`config.mk`:
```
export PLATFORM = sky130hd
export DESIGN_NAME = packed_2bpp_to_planar_rect_flush_unit_flat
export DESIGN_NICKNAME = d
export VERILOG_FILES = /design/src/hdl/p2prf_pkg.sv /design/src/hdl/p2prf_channels.sv /design/src/hdl/p2prf_csr.sv /design/src/hdl/p2prf_clip.sv /design/src/hdl/p2prf_walk.sv /design/src/hdl/packed_2bpp_to_planar_rect_flush_unit.sv /design/src/flat_wrapper.sv
export SDC_FILE = /design/constraint.sdc
export NUM_CORES = 1
export LEC_CHECK = 0
export ABC_CLOCK_PERIOD_IN_PS = 10900
export BUFFER_PORTS_ARGS = -buffer_cell sky130_fd_sc_hd__buf_2
export CORE_UTILIZATION = 65
export CTS_BUF_LIST = sky130_fd_sc_hd__clkbuf_8
export DETAILED_ROUTE_END_ITERATION = 8
export HOLD_SLACK_MARGIN = 0.03
export PLACE_DENSITY_LB_ADDON = 0.3
export SLEW_MARGIN = 5
export SYNTH_ARGS = -nofsm -noshare
export SYNTH_HDL_FRONTEND = slang
export SYNTH_HIERARCHICAL = 1
export SYNTH_SLANG_ARGS = --single-unit
```
`constraint.sdc`:
```
create_clock -name clock -period 10.9 [get_ports clock]
set_input_delay 1.635 -clock clock [delete_from_list [all_inputs] [get_ports clock]]
set_output_delay 1.635 -clock clock [all_outputs]
set_load 0.01 [all_outputs]
```
`src/hdl/p2prf_pkg.sv`:
```
// ----------------------------------------------------------------------------
// p2prf_pkg: shared types, codes and functions
// Types, register indexes, command codes and the plane bit gather used by
// the packed 2bpp to planar rectangle flush unit.
// ----------------------------------------------------------------------------
package p2prf_pkg;

   typedef enum logic {
      CMD_RECT = 1'b0,
      CMD_DATA = 1'b1
   } command_type;

   typedef enum logic {
      KIND_SUMMARY = 1'b0,
      KIND_WRITE   = 1'b1
   } kind_type;

   typedef enum logic {
      PLANE_EVEN = 1'b0,
      PLANE_ODD  = 1'b1
   } plane_type;

   typedef enum logic [2:0] {
      REG_BOUND_MIN_X  = 3'd0,
      REG_BOUND_MIN_Y  = 3'd1,
      REG_BOUND_MAX_X  = 3'd2,
      REG_BOUND_MAX_Y  = 3'd3,
      REG_SCREEN_WIDTH = 3'd4
   } reg_index_type;

   localparam int CSR_ADDR_BITS = 5;

   localparam logic signed [15:0] BOUND_MIN_X_RESET  = 16'sd0;
   localparam logic signed [15:0] BOUND_MIN_Y_RESET  = 16'sd0;
   localparam logic signed [15:0] BOUND_MAX_X_RESET  = 16'sd640;
   localparam logic signed [15:0] BOUND_MAX_Y_RESET  = 16'sd480;
   localparam logic [11:0]        SCREEN_WIDTH_RESET = 12'd640;
   localparam logic [7:0]         STRIDE_RESET       = 8'd40;

   localparam logic [8:0]  WORDS_MAX = 9'd256;
   localparam logic [12:0] ROWS_MAX  = 13'd4096;

   typedef struct packed {
      logic signed [15:0] bound_min_x;
      logic signed [15:0] bound_min_y;
      logic signed [15:0] bound_max_x;
      logic signed [15:0] bound_max_y;
      logic [11:0]        screen_width_pixels;
   } cfg_type;

   typedef struct packed {
      command_type        command;
      logic signed [15:0] rect_min_x;
      logic signed [15:0] rect_min_y;
      logic signed [15:0] rect_max_x;
      logic signed [15:0] rect_max_y;
      logic [31:0]        packed_word;
   } req_type;

   // Clipped rectangle, ready for the walk stage.
   typedef struct packed {
      command_type command;
      logic        empty;
      logic [15:0] y0_rel;
      logic [11:0] first_word;
      logic [8:0]  words;
      logic [12:0] rows;
      logic [31:0] packed_word;
   } rect_type;

   typedef struct packed {
      kind_type    kind;
      logic        empty_res;
      logic [19:0] word_offset;
      logic [8:0]  words_in_row;
      logic [12:0] row_count;
      plane_type   plane;
      logic [15:0] plane_data;
      logic        last;
   } rsp_type;

   // One complemented plane byte from a 16-bit half; pixel zero lands in bit 7.
   function automatic logic [7:0] gather_byte(input logic [15:0] half, input logic odd);
      logic [7:0] b;
      for (int k = 0; k < 8; k++) begin
         b[7 - k] = half[2 * k + int'(odd)];
      end
      return ~b;
   endfunction

   function automatic logic [15:0] plane_word(input logic [31:0] v, input logic odd);
      return {gather_byte(v[31:16], odd), gather_byte(v[15:0], odd)};
   endfunction

endpackage

```
`src/hdl/p2prf_channels.sv`:
```
// ----------------------------------------------------------------------------
// p2prf channels: request and response channel interfaces
// Valid/ready channels that carry rectangle commands and packed words in,
// and summaries and plane writes out.
// ----------------------------------------------------------------------------
interface p2prf_req_if;
   logic               valid;
   logic               ready;
   logic               command;
   logic signed [15:0] rect_min_x;
   logic signed [15:0] rect_min_y;
   logic signed [15:0] rect_max_x;
   logic signed [15:0] rect_max_y;
   logic [31:0]        packed_word;

   modport source (output valid, command, rect_min_x, rect_min_y, rect_max_x, rect_max_y,
                   packed_word, input ready);
   modport sink (input valid, command, rect_min_x, rect_min_y, rect_max_x, rect_max_y,
                 packed_word, output ready);
endinterface

interface p2prf_rsp_if;
   logic        valid;
   logic        ready;
   logic        kind;
   logic        empty_res;
   logic [19:0] word_offset;
   logic [8:0]  words_in_row;
   logic [12:0] row_count;
   logic        plane;
   logic [15:0] plane_data;
   logic        last;

   modport source (output valid, kind, empty_res, word_offset, words_in_row, row_count,
                   plane, plane_data, last, input ready);
   modport sink (input valid, kind, empty_res, word_offset, words_in_row, row_count,
                 plane, plane_data, last, output ready);
endinterface

```
`src/hdl/p2prf_csr.sv`:
```
// ----------------------------------------------------------------------------
// p2prf_csr: configuration registers
// APB-style register file holding the screen bounds and the screen width.
// ----------------------------------------------------------------------------
module p2prf_csr (
   input  logic                                clock,
   input  logic                                reset,
   input  logic                                psel,
   input  logic                                penable,
   input  logic                                pwrite,
   input  logic [p2prf_pkg::CSR_ADDR_BITS-1:0] paddr,
   input  logic [31:0]                         pwdata,
   output logic [31:0]                         prdata,
   output logic                                pready,
   output p2prf_pkg::cfg_type                  cfg
);

   p2prf_pkg::cfg_type       cfg_ff;
   p2prf_pkg::reg_index_type index;
   logic                     write_en;

   assign index    = p2prf_pkg::reg_index_type'(paddr[p2prf_pkg::CSR_ADDR_BITS-1:2]);
   assign write_en = psel & penable & pwrite;
   assign pready   = 1'b1;
   assign cfg      = cfg_ff;

   always_ff @(posedge clock) begin
      if (reset) begin
         cfg_ff.bound_min_x         <= p2prf_pkg::BOUND_MIN_X_RESET;
         cfg_ff.bound_min_y         <= p2prf_pkg::BOUND_MIN_Y_RESET;
         cfg_ff.bound_max_x         <= p2prf_pkg::BOUND_MAX_X_RESET;
         cfg_ff.bound_max_y         <= p2prf_pkg::BOUND_MAX_Y_RESET;
         cfg_ff.screen_width_pixels <= p2prf_pkg::SCREEN_WIDTH_RESET;
      end else if (write_en) begin
         case (index)
            p2prf_pkg::REG_BOUND_MIN_X:  cfg_ff.bound_min_x         <= pwdata[15:0];
            p2prf_pkg::REG_BOUND_MIN_Y:  cfg_ff.bound_min_y         <= pwdata[15:0];
            p2prf_pkg::REG_BOUND_MAX_X:  cfg_ff.bound_max_x         <= pwdata[15:0];
            p2prf_pkg::REG_BOUND_MAX_Y:  cfg_ff.bound_max_y         <= pwdata[15:0];
            p2prf_pkg::REG_SCREEN_WIDTH: cfg_ff.screen_width_pixels <= pwdata[11:0];
            default: ;
         endcase
      end
   end

   always_comb begin
      case (index)
         p2prf_pkg::REG_BOUND_MIN_X:  prdata = {16'b0, cfg_ff.bound_min_x};
         p2prf_pkg::REG_BOUND_MIN_Y:  prdata = {16'b0, cfg_ff.bound_min_y};
         p2prf_pkg::REG_BOUND_MAX_X:  prdata = {16'b0, cfg_ff.bound_max_x};
         p2prf_pkg::REG_BOUND_MAX_Y:  prdata = {16'b0, cfg_ff.bound_max_y};
         p2prf_pkg::REG_SCREEN_WIDTH: prdata = {20'b0, cfg_ff.screen_width_pixels};
         default:                     prdata = 32'b0;
      endcase
   end

endmodule

```
`src/hdl/p2prf_clip.sv`:
```
// ----------------------------------------------------------------------------
// p2prf_clip: input register and rectangle clipping
// Registers each request transaction and clips a rectangle against the screen
// bounds, giving the start word, words per row and row count.
// ----------------------------------------------------------------------------
module p2prf_clip (
   input  logic                clock,
   input  logic                reset,
   p2prf_req_if.sink           req,
   input  p2prf_pkg::cfg_type  cfg,
   output logic                item_valid,
   output p2prf_pkg::rect_type item,
   input  logic                item_ready
);

   logic               in_valid_ff;
   p2prf_pkg::req_type req_ff;

   logic signed [15:0] x0, y0, x1, y1;
   logic [15:0]        x0_rel, x1_rel, y0_rel, y1_rel;
   logic [12:0]        end_word;
   logic [12:0]        word_span;
   logic [16:0]        row_span;

   assign req.ready  = ~in_valid_ff | item_ready;
   assign item_valid = in_valid_ff;

   always_ff @(posedge clock) begin
      if (reset) begin
         in_valid_ff <= 1'b0;
      end else if (req.ready) begin
         in_valid_ff <= req.valid;
      end
   end

   always_ff @(posedge clock) begin
      if (req.ready & req.valid) begin
         req_ff.command     <= p2prf_pkg::command_type'(req.command);
         req_ff.rect_min_x  <= req.rect_min_x;
         req_ff.rect_min_y  <= req.rect_min_y;
         req_ff.rect_max_x  <= req.rect_max_x;
         req_ff.rect_max_y  <= req.rect_max_y;
         req_ff.packed_word <= req.packed_word;
      end
   end

   always_comb begin
      x0 = (cfg.bound_min_x > req_ff.rect_min_x) ? cfg.bound_min_x : req_ff.rect_min_x;
      y0 = (cfg.bound_min_y > req_ff.rect_min_y) ? cfg.bound_min_y : req_ff.rect_min_y;
      x1 = (cfg.bound_max_x < req_ff.rect_max_x) ? cfg.bound_max_x : req_ff.rect_max_x;
      y1 = (cfg.bound_max_y < req_ff.rect_max_y) ? cfg.bound_max_y : req_ff.rect_max_y;

      // A non-empty clipped rectangle lies at or right of the bound origin,
      // so the 16-bit differences are exact.
      x0_rel = x0 - cfg.bound_min_x;
      x1_rel = x1 - cfg.bound_min_x;
      y0_rel = y0 - cfg.bound_min_y;
      y1_rel = y1 - cfg.bound_min_y;

      end_word  = {1'b0, x1_rel[15:4]} + {12'b0, |x1_rel[3:0]};
      word_span = end_word - {1'b0, x0_rel[15:4]};
      row_span  = {1'b0, y1_rel} - {1'b0, y0_rel} + 17'd1;

      item.command     = req_ff.command;
      item.empty       = (x1 < x0) | (y0 > y1);
      item.y0_rel      = y0_rel;
      item.first_word  = x0_rel[15:4];
      item.words       = (word_span > 13'(p2prf_pkg::WORDS_MAX)) ? p2prf_pkg::WORDS_MAX
                                                                 : word_span[8:0];
      item.rows        = (row_span > 17'(p2prf_pkg::ROWS_MAX)) ? p2prf_pkg::ROWS_MAX
                                                               : row_span[12:0];
      item.packed_word = req_ff.packed_word;
   end

endmodule

```
`src/hdl/p2prf_walk.sv`:
```
// ----------------------------------------------------------------------------
// p2prf_walk: word walk and result register
// Holds the walk state, emits the rectangle summary, and turns each packed
// word that arrives during a walk into two plane writes through one result register.
// ----------------------------------------------------------------------------
module p2prf_walk #(
   parameter int OFFSET_BITS = 20
) (
   input  logic                clock,
   input  logic                reset,
   input  logic                item_valid,
   input  p2prf_pkg::rect_type item,
   output logic                item_ready,
   input  logic [11:0]         screen_width_pixels,
   p2prf_rsp_if.source         rsp
);

   logic                  wk_valid_ff;
   p2prf_pkg::rect_type   wk_ff;
   logic                  half_ff;

   logic                  active_ff;
   logic [OFFSET_BITS-1:0] row_start_ff;
   logic [8:0]            column_ff;
   logic [12:0]           rows_left_ff;
   logic [8:0]            row_words_ff;
   logic [7:0]            stride_ff;

   logic                  out_valid_ff;
   p2prf_pkg::rsp_type    out_ff;

   logic                  out_free, is_rect, drop, emit, consume;
   logic [7:0]            stride_in;
   logic [23:0]           product;
   logic [24:0]           start_sum;
   logic [OFFSET_BITS-1:0] start_off;
   logic [OFFSET_BITS-1:0] write_off;
   logic [8:0]            column_in;
   logic                  row_end, fin, walk_in;
   logic [15:0]           plane_bits;

   always_comb begin
      out_free   = ~out_valid_ff | rsp.ready;
      is_rect    = (wk_ff.command == p2prf_pkg::CMD_RECT);
      drop       = wk_valid_ff & ~is_rect & ~active_ff;
      emit       = wk_valid_ff & out_free & (is_rect | active_ff);
      consume    = drop | (emit & (is_rect | half_ff));
      item_ready = ~wk_valid_ff | consume;

      stride_in  = screen_width_pixels[11:4];
      product    = wk_ff.y0_rel * stride_in;
      start_sum  = {1'b0, product} + 25'(wk_ff.first_word);
      start_off  = start_sum[OFFSET_BITS-1:0];
      walk_in    = ~wk_ff.empty & (wk_ff.words != 9'd0);

      write_off  = row_start_ff + OFFSET_BITS'(column_ff);
      column_in  = column_ff + 9'd1;
      row_end    = (column_in >= row_words_ff);
      fin        = row_end & (rows_left_ff == 13'd1);
      plane_bits = p2prf_pkg::plane_word(wk_ff.packed_word, half_ff);
   end

   always_ff @(posedge clock) begin
      if (reset) begin
         wk_valid_ff  <= 1'b0;
         half_ff      <= 1'b0;
         active_ff    <= 1'b0;
         row_start_ff <= '0;
         column_ff    <= 9'd0;
         rows_left_ff <= 13'd0;
         row_words_ff <= 9'd0;
         stride_ff    <= p2prf_pkg::STRIDE_RESET;
         out_valid_ff <= 1'b0;
      end else begin
         if (item_ready) begin
            wk_valid_ff <= item_valid;
         end
         if (emit) begin
            out_valid_ff <= 1'b1;
         end else if (rsp.ready) begin
            out_valid_ff <= 1'b0;
         end
         if (emit & is_rect) begin
            active_ff <= walk_in;
            if (~wk_ff.empty) begin
               row_start_ff <= start_off;
               column_ff    <= 9'd0;
               rows_left_ff <= wk_ff.rows;
               row_words_ff <= wk_ff.words;
               stride_ff    <= stride_in;
            end
         end else if (emit & ~half_ff) begin
            half_ff <= 1'b1;
         end else if (emit) begin
            half_ff <= 1'b0;
            if (row_end) begin
               column_ff    <= 9'd0;
               row_start_ff <= row_start_ff + OFFSET_BITS'(stride_ff);
               rows_left_ff <= rows_left_ff - 13'd1;
               if (rows_left_ff == 13'd1) begin
                  active_ff <= 1'b0;
               end
            end else begin
               column_ff <= column_in;
            end
         end
      end
   end

   always_ff @(posedge clock) begin
      if (item_ready & item_valid) begin
         wk_ff <= item;
      end
      if (emit & is_rect) begin
         out_ff.kind         <= p2prf_pkg::KIND_SUMMARY;
         out_ff.empty_res    <= wk_ff.empty;
         out_ff.word_offset  <= wk_ff.empty ? 20'd0 : 20'(start_off);
         out_ff.words_in_row <= wk_ff.empty ? 9'd0 : wk_ff.words;
         out_ff.row_count    <= wk_ff.empty ? 13'd0 : wk_ff.rows;
         out_ff.plane        <= p2prf_pkg::PLANE_EVEN;
         out_ff.plane_data   <= 16'd0;
         out_ff.last         <= ~walk_in;
      end else if (emit) begin
         out_ff.kind         <= p2prf_pkg::KIND_WRITE;
         out_ff.empty_res    <= 1'b0;
         out_ff.word_offset  <= 20'(write_off);
         out_ff.words_in_row <= 9'd0;
         out_ff.row_count    <= 13'd0;
         out_ff.plane        <= half_ff ? p2prf_pkg::PLANE_ODD : p2prf_pkg::PLANE_EVEN;
         out_ff.plane_data   <= plane_bits;
         out_ff.last         <= half_ff & fin;
      end
   end

   assign rsp.valid        = out_valid_ff;
   assign rsp.kind         = out_ff.kind;
   assign rsp.empty_res    = out_ff.empty_res;
   assign rsp.word_offset  = out_ff.word_offset;
   assign rsp.words_in_row = out_ff.words_in_row;
   assign rsp.row_count    = out_ff.row_count;
   assign rsp.plane        = out_ff.plane;
   assign rsp.plane_data   = out_ff.plane_data;
   assign rsp.last         = out_ff.last;

endmodule

```
`src/hdl/packed_2bpp_to_planar_rect_flush_unit.sv`:
```
// ----------------------------------------------------------------------------
// packed_2bpp_to_planar_rect_flush_unit: packed 2bpp to planar flush walker
// Clips dirty rectangles to the screen, reports the word range to flush and
// converts each packed 2bpp word into two complemented bit-plane writes.
// ----------------------------------------------------------------------------
//
//   Channel   Direction  Handshake            Carries
//   req_ch    in         valid/ready          rectangle command or packed word
//   rsp_ch    out        valid/ready          rectangle summary or plane write
//   csr       in/out     APB psel/penable     bounds and screen width registers
//
// Transactions are accepted when valid and ready are both high. Input, walk and
// result registers form the pipeline; a request passes through them in that order.
// A rectangle gives one result and a packed word two, one per plane write; the
// walk register holds a packed word until its second plane write is emitted.
// Synchronous reset empties the pipeline and restores 0, 0, 640, 480 and
// width 640. A response stall backs up into the walk and input registers.
// ----------------------------------------------------------------------------
module packed_2bpp_to_planar_rect_flush_unit #(
   parameter int OFFSET_BITS = 20
) (
   input  logic                                clock,
   input  logic                                reset,
   p2prf_req_if.sink                           req_ch,
   p2prf_rsp_if.source                         rsp_ch,
   input  logic                                psel,
   input  logic                                penable,
   input  logic                                pwrite,
   input  logic [p2prf_pkg::CSR_ADDR_BITS-1:0] paddr,
   input  logic [31:0]                         pwdata,
   output logic [31:0]                         prdata,
   output logic                                pready
);

   // Live configuration from the register file. Software must change it only
   // while no transaction is in flight; the block does not enforce this.
   p2prf_pkg::cfg_type  cfg;

   // Clipped rectangle or packed word on its way from the clip stage to the
   // walk stage.
   logic                item_valid;
   logic                item_ready;
   p2prf_pkg::rect_type item;

   p2prf_csr u_csr (
      .clock   (clock),
      .reset   (reset),
      .psel    (psel),
      .penable (penable),
      .pwrite  (pwrite),
      .paddr   (paddr),
      .pwdata  (pwdata),
      .prdata  (prdata),
      .pready  (pready),
      .cfg     (cfg)
   );

   // The clip stage turns a rectangle into its start word, word count and
   // row count, all relative to the bound origin.
   p2prf_clip u_clip (
      .clock      (clock),
      .reset      (reset),
      .req        (req_ch),
      .cfg        (cfg),
      .item_valid (item_valid),
      .item       (item),
      .item_ready (item_ready)
   );

   // The walk stage keeps the current row start, column and rows left. A new
   // rectangle always abandons the walk in progress; packed words that arrive
   // with no walk active are dropped without a response.
   p2prf_walk #(
      .OFFSET_BITS (OFFSET_BITS)
   ) u_walk (
      .clock               (clock),
      .reset               (reset),
      .item_valid          (item_valid),
      .item                (item),
      .item_ready          (item_ready),
      .screen_width_pixels (cfg.screen_width_pixels),
      .rsp                 (rsp_ch)
   );

endmodule
```
`src/flat_wrapper.sv`:
```
// flat-port wrapper written by rule: the top's interface ports become plain ports
module packed_2bpp_to_planar_rect_flush_unit_flat 
#(
   parameter int OFFSET_BITS = 20
)
  (clock, reset, psel, penable, pwrite, paddr, pwdata, prdata, pready, req_ch_valid, req_ch_command, req_ch_rect_min_x, req_ch_rect_min_y, req_ch_rect_max_x, req_ch_rect_max_y, req_ch_packed_word, req_ch_ready, rsp_ch_valid, rsp_ch_kind, rsp_ch_empty_res, rsp_ch_word_offset, rsp_ch_words_in_row, rsp_ch_row_count, rsp_ch_plane, rsp_ch_plane_data, rsp_ch_last, rsp_ch_ready);
  p2prf_req_if req_ch_i ();
  p2prf_rsp_if rsp_ch_i ();
  input  logic clock;
  input  logic reset;
  input  logic psel;
  input  logic penable;
  input  logic pwrite;
  input  logic [p2prf_pkg::CSR_ADDR_BITS-1:0] paddr;
  input  logic [31:0] pwdata;
  output logic [31:0] prdata;
  output logic pready;
  input wire logic [$bits(req_ch_i.valid)-1:0] req_ch_valid;
  input wire logic [$bits(req_ch_i.command)-1:0] req_ch_command;
  input wire logic [$bits(req_ch_i.rect_min_x)-1:0] req_ch_rect_min_x;
  input wire logic [$bits(req_ch_i.rect_min_y)-1:0] req_ch_rect_min_y;
  input wire logic [$bits(req_ch_i.rect_max_x)-1:0] req_ch_rect_max_x;
  input wire logic [$bits(req_ch_i.rect_max_y)-1:0] req_ch_rect_max_y;
  input wire logic [$bits(req_ch_i.packed_word)-1:0] req_ch_packed_word;
  output wire logic [$bits(req_ch_i.ready)-1:0] req_ch_ready;
  output wire logic [$bits(rsp_ch_i.valid)-1:0] rsp_ch_valid;
  output wire logic [$bits(rsp_ch_i.kind)-1:0] rsp_ch_kind;
  output wire logic [$bits(rsp_ch_i.empty_res)-1:0] rsp_ch_empty_res;
  output wire logic [$bits(rsp_ch_i.word_offset)-1:0] rsp_ch_word_offset;
  output wire logic [$bits(rsp_ch_i.words_in_row)-1:0] rsp_ch_words_in_row;
  output wire logic [$bits(rsp_ch_i.row_count)-1:0] rsp_ch_row_count;
  output wire logic [$bits(rsp_ch_i.plane)-1:0] rsp_ch_plane;
  output wire logic [$bits(rsp_ch_i.plane_data)-1:0] rsp_ch_plane_data;
  output wire logic [$bits(rsp_ch_i.last)-1:0] rsp_ch_last;
  input wire logic [$bits(rsp_ch_i.ready)-1:0] rsp_ch_ready;
  assign req_ch_i.valid = req_ch_valid;
  assign req_ch_i.command = req_ch_command;
  assign req_ch_i.rect_min_x = req_ch_rect_min_x;
  assign req_ch_i.rect_min_y = req_ch_rect_min_y;
  assign req_ch_i.rect_max_x = req_ch_rect_max_x;
  assign req_ch_i.rect_max_y = req_ch_rect_max_y;
  assign req_ch_i.packed_word = req_ch_packed_word;
  assign req_ch_ready = req_ch_i.ready;
  assign rsp_ch_valid = rsp_ch_i.valid;
  assign rsp_ch_kind = rsp_ch_i.kind;
  assign rsp_ch_empty_res = rsp_ch_i.empty_res;
  assign rsp_ch_word_offset = rsp_ch_i.word_offset;
  assign rsp_ch_words_in_row = rsp_ch_i.words_in_row;
  assign rsp_ch_row_count = rsp_ch_i.row_count;
  assign rsp_ch_plane = rsp_ch_i.plane;
  assign rsp_ch_plane_data = rsp_ch_i.plane_data;
  assign rsp_ch_last = rsp_ch_i.last;
  assign rsp_ch_i.ready = rsp_ch_ready;
  packed_2bpp_to_planar_rect_flush_unit #(.OFFSET_BITS(OFFSET_BITS)) u_core (.clock(clock), .reset(reset), .req_ch(req_ch_i), .rsp_ch(rsp_ch_i), .psel(psel), .penable(penable), .pwrite(pwrite), .paddr(paddr), .pwdata(pwdata), .prdata(prdata), .pready(pready));
endmodule
```
==> metrics <==
pwr dens ~140 nW/um^2; Skew-Pair Late Insertion Delay around 0.70 ns; Cell Area, Synth 27900 um^2; post-route setup TNS 0 ns; Setup WS post-layout 2.60 ns; Crit Path Category reg2reg; GP Congestion 0.918; complex-gate fraction of the synthesized area 0.123; initial core utilization 0.661; sequential element share of the synthesized area 0.356; post-CTS setup buffers 0; CP delay by family, top compound AO/OA/AOI/OAI gates; Initial DRT Pass Iterations 6; worst-path maximum fanout 31; GRT Residual Overflow 0; crit path DAT 8.74 ns; Post-synth ARST share 0; pre-CTS setup slack 2.83 ns; Starting DRT DRC Count 1478; CTS Hold Buffers Added 0; GR Util All Layers 0.294; CTS H-tree depth 2; total number of placement rows 75; Nets 3578; cts repair resizes 0; Post-Place Cell Area 28900 um^2; CTS buffer count 61; Period minus WS final 8.30 ns; EDFF count, synth 225; number of buffers and inverters on the critical path 1; Post-Synth Simple-Gate Area 0.157; reg2reg start u_core/u_csr/cfg[53]$_SDFFE_PP0P_; vias in the first global route 20600; full die area 43700 um^2; Min-Delay Path Class reg2reg; final critical-path share of the clock period 0.761; die width 209 um; Critical Path Start Type register; reg2reg path depth 30; CP max stage delay 0.84 ns; final setup vio count 0; root buffer cell clkbuf_8; core footprint 42100 um^2; Die H 209 um; Synth Flop Type edfxtp_1; CP Data Required Time 11.34 ns; Area Overhead vs Synth 7.96%; Crit path top cell by count ha_1; final slew viol count 0; Final Routed Wirelength 64300 um; largest family of logic cells by synthesized area adder cells; Max Clock Skew 0.0475 ns; #FFs+latches synth 383; Critical-path top delay cell o31a_1; most common cell after layout, fill and taps aside inv_1; initial antenna violation count 1; Max Clk Rate 0.120 GHz; Clock Sinks 383; DRC Markers 0; total power 4.13 mW; reg2reg end u_core/u_walk/wk_ff[41]$_DFFE_PP_; hpwl dp ~50000 um; CTS max path bufs 3; Slew @ Worst Pin 1.25 ns; clock slew at reported path FFs 0.06 ns; CP endpoint kind register; Mean Syn Cell Area 9.52 um^2; mux share of post-synthesis cell area 0.0516; share of post-route cells with drive strength above 1 0.119; multi-input logic area 15800 um^2; post-synth cell types 91; most frequent cells in the layout inv_1 (376), ha_1 (271), nand2_1 (264); vias per std cell approximately 5.8; post-synthesis adder-cell area fraction 0.192; CTS tree built; first-pass GRT wire length 103000 um; status completed; Cell Count, Final, Fillers Out 3660; Buffers on Ports 202; peak supply drop ~0.14 mV; reg2reg setup slack between 2 and 3 ns; Routed Antenna Nets 0; Final Hold Violating Endpoints 0; Cells after DPL 3544; Warnings, synthesis 6; FILL cells 3144; Max-slew headroom 0.163; hold path cells 0; DR WL/cell 17.6 um; Cells after Synth 2926; Ports 238; WHS Endpoint u_core/u_walk/wk_ff[26]$_DFFE_PP_; P_leak 13.5 nW; Sequential cell area 9920 um^2; Post-Layout Inst Area approximately 30000 um^2; xor and xnor area share after synthesis 0.0412; largest net degree at the start of global routing 88; RSZ-0062 raised after global routing no; Hold Crit Start u_core/u_clip/item[26]$_DFFE_PP_; DR vias 21300; max cap viols 0
## logic make-up after synthesis
logic type | count (synthesis)
AOI/OAI and AO/OA | 534
xor gates and xnor gates | 131
adders and majority gates | 369
buffers and inverters | 502
DFF | 383
muxes | 135
other | 2
and+or+nand+nor | 870
## cell type report
type,instances,area share
antenna,1,0.0000832
clock buffer,71,0.0325
multi-input combinational,2056,0.526
timing repair buffer,216,0.0372
tap,539,0.0224
clock inverter,44,0.00803
sequential,383,0.330
inverter,350,0.0438
## worst max-delay path by stage
stage / from / to / slack (ns) / depth (start not counted)
after floorplan: u_core/u_csr/cfg[45]$_SDFFE_PP0P_ / u_core/u_walk/wk_ff[44]$_DFFE_PP_ / 3.98 / 32
after global placement: u_core/u_csr/cfg[53]$_SDFFE_PP0P_ / u_core/u_walk/wk_ff[44]$_DFFE_PP_ / 2.88 / 30
after detailed placement: u_core/u_csr/cfg[53]$_SDFFE_PP0P_ / u_core/u_walk/wk_ff[41]$_DFFE_PP_ / 2.83 / 30
after CTS: u_core/u_csr/cfg[53]$_SDFFE_PP0P_ / u_core/u_walk/wk_ff[41]$_DFFE_PP_ / 2.72 / 30
after global routing: u_core/u_csr/cfg[53]$_SDFFE_PP0P_ / u_core/u_walk/wk_ff[41]$_DFFE_PP_ / 1.83 / 30
final: u_core/u_csr/cfg[53]$_SDFFE_PP0P_ / u_core/u_walk/wk_ff[41]$_DFFE_PP_ / 2.60 / 30
## routing by layer
metal / track usage / up-vias / part of all wire
li1: - / 10300 / -
met4: 0.137 / 0 / 0.047
met5: 0 / - / 0
met2: 0.471 / 781 / 0.45
met3: 0.0448 / 128 / 0.066
met1: 0.394 / 10100 / 0.43
## registers in the layout (all words and copies together), names as in the netlist, 8 cells and up
| register | count |
|---|---|
| u_core/u_walk/rsp.row_count | 13 |
| u_core/u_walk/column_ff | 9 |
| u_core/u_walk/rows_left_ff | 13 |
| u_core/u_walk/stride_ff | 8 |
| u_core/u_walk/rsp.word_offset | 20 |
| u_core/u_walk/rsp.words_in_row | 9 |
| u_core/u_walk/wk_ff | 84 |
| u_core/u_clip/req_ff | 64 |
| u_core/u_walk/rsp.plane_data | 16 |
| u_core/u_clip/item | 33 |
| u_core/u_csr/cfg | 76 |
| u_core/u_walk/row_start_ff | 20 |
| u_core/u_walk/row_words_ff | 9 |
## cell usage after synthesis (all sizes together), types with 10 or more instances
cell / instances / area share
inv: 350 / 0.047
ha: 271 / 0.12
nand2: 264 / 0.036
edfxtp: 225 / 0.24
dfxtp: 158 / 0.11
nor2: 145 / 0.020
o21ai: 136 / 0.024
a21oi: 135 / 0.025
and2: 114 / 0.026
nand2b: 104 / 0.023
mux2i: 103 / 0.037
fa: 98 / 0.070
buf: 79 / 0.021
xnor2: 79 / 0.025
clkbuf: 73 / 0.0098
nand3: 54 / 0.0099
xor2: 52 / 0.016
nor3: 51 / 0.0093
a21o: 41 / 0.011
nor2b: 33 / 0.0077
a211oi: 30 / 0.0083
a22oi: 28 / 0.0075
mux2: 28 / 0.011
nand4: 24 / 0.0054
o22ai: 23 / 0.0052
o21a: 22 / 0.0059
and3: 18 / 0.0042
a31oi: 17 / 0.0044
or2: 14 / 0.0031
nor4: 12 / 0.0032
o31ai: 12 / 0.0037
o21bai: 10 / 0.0027
or3: 10 / 0.0022
## stage by stage
stage | hold WS, ns | util
final | 0.408 | 0.714
after global routing | 0.420 | 0.714
after CTS | 0.411 | 0.714
after detailed placement | 0.405 | 0.685
after global placement | 0.402 | 0.685
after floorplan | 0.434 | -
## report_power, final
group	switching (mW)	leakage, nW	internal [mW]
Combinational	0.750	9.36	0.532
Sequential	0.0400	3.40	1.61
Clock	0.573	0.733	0.623
No activity file was read; power rests on OpenSTA's default activity.
